### src/hdl/pfa_pkg.sv
// ----------------------------------------------------------------------------
// pfa_pkg
// Shared constants, codes and types of the page frame allocator.
// ----------------------------------------------------------------------------
package pfa_pkg;

   localparam int PAGE_SIZE  = 4096;
   localparam int MAX_PAGES  = 4096;
   localparam int ADDR_W     = 32;
   localparam int PAGE_SHIFT = $clog2(PAGE_SIZE);
   localparam int PFN_W      = ADDR_W - PAGE_SHIFT;
   localparam int IDX_W      = $clog2(MAX_PAGES);
   localparam int COUNT_W    = IDX_W + 1;
   localparam int ROW_PAGES  = 64;
   localparam int LANE_W     = $clog2(ROW_PAGES);
   localparam int ROW_W      = IDX_W - LANE_W;
   localparam int ROWS       = MAX_PAGES / ROW_PAGES;
   localparam int MARK_W     = 2;
   localparam int ROW_BITS   = ROW_PAGES * MARK_W;
   localparam int REQ_W      = 3;
   localparam int STATUS_W   = 2;

   typedef logic [MARK_W-1:0] mark_type;

   localparam mark_type MARK_RESERVED = 2'd0;
   localparam mark_type MARK_FREE     = 2'd1;
   localparam mark_type MARK_ALLOC    = 2'd2;

   typedef enum logic [REQ_W-1:0] {
      REQ_INIT,
      REQ_MARK_FREE,
      REQ_MARK_RESERVED,
      REQ_ALLOCATE,
      REQ_CLAIM,
      REQ_FREE,
      REQ_LOOKUP,
      REQ_UNUSED
   } req_code_type;

   typedef enum logic [STATUS_W-1:0] {
      STATUS_OK,
      STATUS_NO_PAGE,
      STATUS_REFUSED,
      STATUS_NO_FREE
   } status_type;

   typedef enum logic [2:0] {
      ST_IDLE,
      ST_PREP,
      ST_RANGE,
      ST_READ,
      ST_MODIFY,
      ST_COUNT,
      ST_FINISH
   } fsm_state_type;

   typedef enum logic [1:0] {
      ROW_SET_RANGE,
      ROW_ALLOC,
      ROW_SINGLE
   } row_mode_type;

   typedef struct packed {
      row_mode_type        mode;
      mark_type            target;
      logic [LANE_W-1:0]   lo_off;
      logic [LANE_W-1:0]   hi_off;
      logic [LANE_W-1:0]   lane;
      logic [LANE_W:0]     lim_off;
   } row_ctl_type;

   typedef struct packed {
      logic                found;
      logic [LANE_W-1:0]   found_lane;
      mark_type            lane_mark;
   } row_stat_type;

endpackage

### src/hdl/pfa_popcount.sv
// ----------------------------------------------------------------------------
// pfa_popcount
// Adder tree counting the changed pages of one row.
// ----------------------------------------------------------------------------
module pfa_popcount (
   input  logic [pfa_pkg::ROW_PAGES-1:0] flags,
   output logic [pfa_pkg::LANE_W:0]      count
);
   import pfa_pkg::*;

   logic [1:0] lvl1 [32];
   logic [2:0] lvl2 [16];
   logic [3:0] lvl3 [8];
   logic [4:0] lvl4 [4];
   logic [5:0] lvl5 [2];

   always_comb begin
      for (int j = 0; j < 32; j++) begin
         lvl1[j] = 2'(flags[2*j]) + 2'(flags[2*j+1]);
      end
      for (int j = 0; j < 16; j++) begin
         lvl2[j] = 3'(lvl1[2*j]) + 3'(lvl1[2*j+1]);
      end
      for (int j = 0; j < 8; j++) begin
         lvl3[j] = 4'(lvl2[2*j]) + 4'(lvl2[2*j+1]);
      end
      for (int j = 0; j < 4; j++) begin
         lvl4[j] = 5'(lvl3[2*j]) + 5'(lvl3[2*j+1]);
      end
      for (int j = 0; j < 2; j++) begin
         lvl5[j] = 6'(lvl4[2*j]) + 6'(lvl4[2*j+1]);
      end
      count = (LANE_W+1)'(lvl5[0]) + (LANE_W+1)'(lvl5[1]);
   end

endmodule

### config.mk
export PLATFORM = sky130hd
export DESIGN_NAME = pfa_popcount
export DESIGN_NICKNAME = d
export VERILOG_FILES = /design/src/hdl/pfa_pkg.sv /design/src/hdl/pfa_popcount.sv
export SDC_FILE = /design/constraint.sdc
export NUM_CORES = 1
export LEC_CHECK = 0
export BUFFER_PORTS_ARGS = -buffer_cell sky130_fd_sc_hd__buf_2
export CORE_MARGIN = 5
export CORE_UTILIZATION = 56
export DETAILED_ROUTE_END_ITERATION = 16
export PLACE_DENSITY = 0.91
export REMOVE_ABC_BUFFERS = 1
export SLEW_MARGIN = 15
export SYNTH_ARGS = -nofsm -noshare
export SYNTH_HDL_FRONTEND = slang
export SYNTH_SLANG_ARGS = --single-unit
### constraint.sdc
create_clock -name vclk -period 12.8
set_clock_uncertainty 0.1 [all_clocks]
set_input_delay 2.56 -clock vclk [all_inputs]
set_output_delay 2.56 -clock vclk [all_outputs]
set_load 0.02 [all_outputs]
# Word-level counts from Yosys, hierarchy flattened
# Index checks and enable logic that the tools add are counted.
[totals] reg_bits=0 in_bits=64 out_inout_bits=7 elab_cells=63
[op_classes] add_sub_neg=63
[op_table] cell="$add 1x1->2" n=32
[op_table] cell="$add 2x2->3" n=16
[op_table] cell="$add 3x3->4" n=8
[op_table] cell="$add 4x4->5" n=4
[op_table] cell="$add 5x5->6" n=2
[op_table] cell="$add 6x6->7" n=1

# Logic depth before layout (Yosys ltp)
[depth] depth_word=6 mapped_depth=20 mapped_depth_nobuf=20

# Least setup slack after synthesis
# OpenSTA, ideal clock, no wires.
[synth_timing] path_kind="input to output" startpoint="input flags[17] (netlist name)" endpoint="output count[5] (netlist name)" t_arrival_ps=8181 slack_ps=1959 cell_stages=16 path_buffers=0 cell_sequence="fa_1 > inv_1 > fa_1 > inv_1 > fa_1 > fa_1 > inv_1 > fa_1 > fa_1 > fa_1 > fa_1 > inv_1 > ha_1 > a211oi_1 > nor4b_1 > a2111oi_1"
[synth_via] elab_chain_len=6
[synth_rtl] item="start, declared" line_no="pfa_popcount.sv:6" text="input logic [pfa_pkg::ROW_PAGES-1:0] flags,"
[synth_rtl] item="$add 1x1->2" line_no="pfa_popcount.sv:19" text="lvl1[j] = 2'(flags[2*j]) + 2'(flags[2*j+1]);"
[synth_rtl] item="$add 2x2->3" line_no="pfa_popcount.sv:22" text="lvl2[j] = 3'(lvl1[2*j]) + 3'(lvl1[2*j+1]);"
[synth_rtl] item="$add 3x3->4" line_no="pfa_popcount.sv:25" text="lvl3[j] = 4'(lvl2[2*j]) + 4'(lvl2[2*j+1]);"
[synth_rtl] item="$add 4x4->5" line_no="pfa_popcount.sv:28" text="lvl4[j] = 5'(lvl3[2*j]) + 5'(lvl3[2*j+1]);"
[synth_rtl] item="$add 5x5->6" line_no="pfa_popcount.sv:31" text="lvl5[j] = 6'(lvl4[2*j]) + 6'(lvl4[2*j+1]);"
[synth_rtl] item="$add 6x6->7" line_no="pfa_popcount.sv:33" text="count = (LANE_W+1)'(lvl5[0]) + (LANE_W+1)'(lvl5[1]);"
[synth_rtl] item="end, declared" line_no="pfa_popcount.sv:7" text="output logic [pfa_pkg::LANE_W:0] count"
# No other way between the ends.

# Worst setup path in the final report
[layout_timing] startpoint="input flags[53] (netlist name)" endpoint="output count[6] (netlist name)"
# Same word-level chain as after synthesis.

==> results.cfg <==
[final_layout]
ff_latch_area_um2 = 0
syn2layout_area_growth_pct = 22.94
layout.cells.most_common_list = inv_1 (84), buf_2 (71), fa_1 (54)
design.seq.count = 0
nNetsFinal = 378
fill_cells = 240
antenna_cells = 0
nClkBuffers = 0
post-route-util_pct = 70.79
final_common_cell = inv_1
layout-drive-gt1-share_pct = 30.45

[routing]
routed_via_density = 4.598
drtAntennaViolNets = 0
first_pass_iters = 2
drt_iter0_markers = 8
drc = 0
wl_per_cell_um = 11.33
vias = 1269
routed_wl_um = 3127

[synthesis]
synth_warnings = 0
synth.distinct_cells = 19
yosysSeqAreaShare_pct = 0
syn_avg_cell_area_um2 = 10.05
syn_inst = 172
synthesis.area_um2 = 1729

[sta]
hold_viol = 0
max_freq_ghz = 0.09178
setup_violations = 0
fin_setup_tns_ns = 0
period_share_pct = 85.13
relSlewSlack_pct = 79.71
drv_slew = 0
post-route-min-period_ns = 10.90
fin_ws_ns = 1.904
rsz0062_at_grt = no
worst_slew_pin_slew_ns = 0.3025

[clock_network]
cts_hold_buf = 0
postCtsSetupBuffers = 0
cts.repair.resized = 0

[placement]
dp_slack_ns = 1.917
gp_congestion = 0.7737
hpwl_um = 3168
port_buffers = 71

[die]
rows = 20
die_h_um = 65.57
die_w_um = 65.57
initial_core_util_pct = 57.58
coreArea_um2 = 3003
dieArea_um2 = 4299
ios = 71

[critical_path]
crit_path_max_fanout = 3
start_kind = input port
crit_chain = buf_2 -> fa_1 -> inv_1 -> fa_1 -> inv_1 -> fa_1 -> inv_1 -> fa_1 -> inv_1 -> fa_1 -> inv_1 -> fa_1 -> fa_1 -> fa_1 -> inv_1 -> ha_1 -> fa_1 -> a211o_2 -> a21oi_1 -> o21bai_1 -> buf_2
path_common_cell = fa_1
path_class = input port to primary output
crit_required_ns = 10.14
max_stage_delay_ns = 0.53
crit_buf_inv = 8
critical-path-top-delay-family = adder cells
cp.arrival_ns = 8.24
critPathSlowestCell = fa_1
end_kind = primary output

[min_path]
min-delay-path-class = input port to primary output

[global_routing]
track_usage_pct = 16.30
overflow = 0
grt_pass1_wl_um = 5609
grt_start_max_net_pins = 6
grt_pass1_vias = 1410
antenna_found_initial = 0

[job]
cap_viol_max_count = 0

[outcome]
status = completed
==> logic make-up (layout without fill, tap and decap cells) <==
kind of cell               after synthesis  after routing  share of synthesized area, %
xor gates and xnor gates                 2              2                         1.013
AOI/OAI and AO/OA                       14             14                         6.223
buffers and inverters                   84            155                         18.23
and+or+nand+nor                          3              3                         1.158
adders and majority gates               69             69                         73.37
==> routing by layer <==
layer	track usage [%]	routed length, um
met5	0	0
met4	0.7772	14
met3	2.393	287
met2	32.74	1771
met1	18.91	1054
==> area by class of cell <==
class	instances	area [um2]	share of cell area [%]
inverter	84	315.3	14.83
multi-input combinational	88	1414	66.51
tap	33	41.29	1.942
timing repair buffer	71	355.3	16.72
==> tightest hold or removal path, delay by kind of cell <==
kind                     cells  cell delay, ns
buffers and inverters        2            0.23
adder cells (fa/ha/maj)      1            0.11
==> stage by stage <==
step | instances | cell area, um2 | hold WS, ns
finish | 276 | 2126 | 5.362
global route | 276 | 2126 | 5.382
CTS | 276 | 2126 | 5.365
detailed placement | 276 | 2126 | 5.362
global placement | 276 | 2126 | 5.358
floorplan | 172 | 1729 | 5.230
==> synthesized netlist by cell type <==
cell type  instances  area [um2]
a21oi_1            3       15.01
a2111oi_1          1       10.01
o21bai_1           1       7.510
nor4b_1            1       8.760
o31ai_1            1       7.510
inv_1             84       315.3
a21o_2             1       8.760
xor2_1             1       8.760
o21ai_2            1       8.760
nor2_1             1       3.750
a21o_1             1       7.510
o21a_1             1       7.510
fa_1              54        1081
nand3b_1           1       7.510
xnor2_1            1       8.760
ha_1              15       187.7
a211oi_1           2       15.01
a211o_2            1       10.01
o211a_1            1       10.01
==> path summary, 6_finish.rpt <==
| path | startpoint | end | cells after the start |
|---|---|---|---|
| setup / recovery | flags[53] | count[6] | 21 |
| hold / removal | flags[2] | count[0] | 3 |
Power is left out: the tool's default activity adds up to more than one toggle a clock period on the data nets, which glitch-free logic cannot reach.
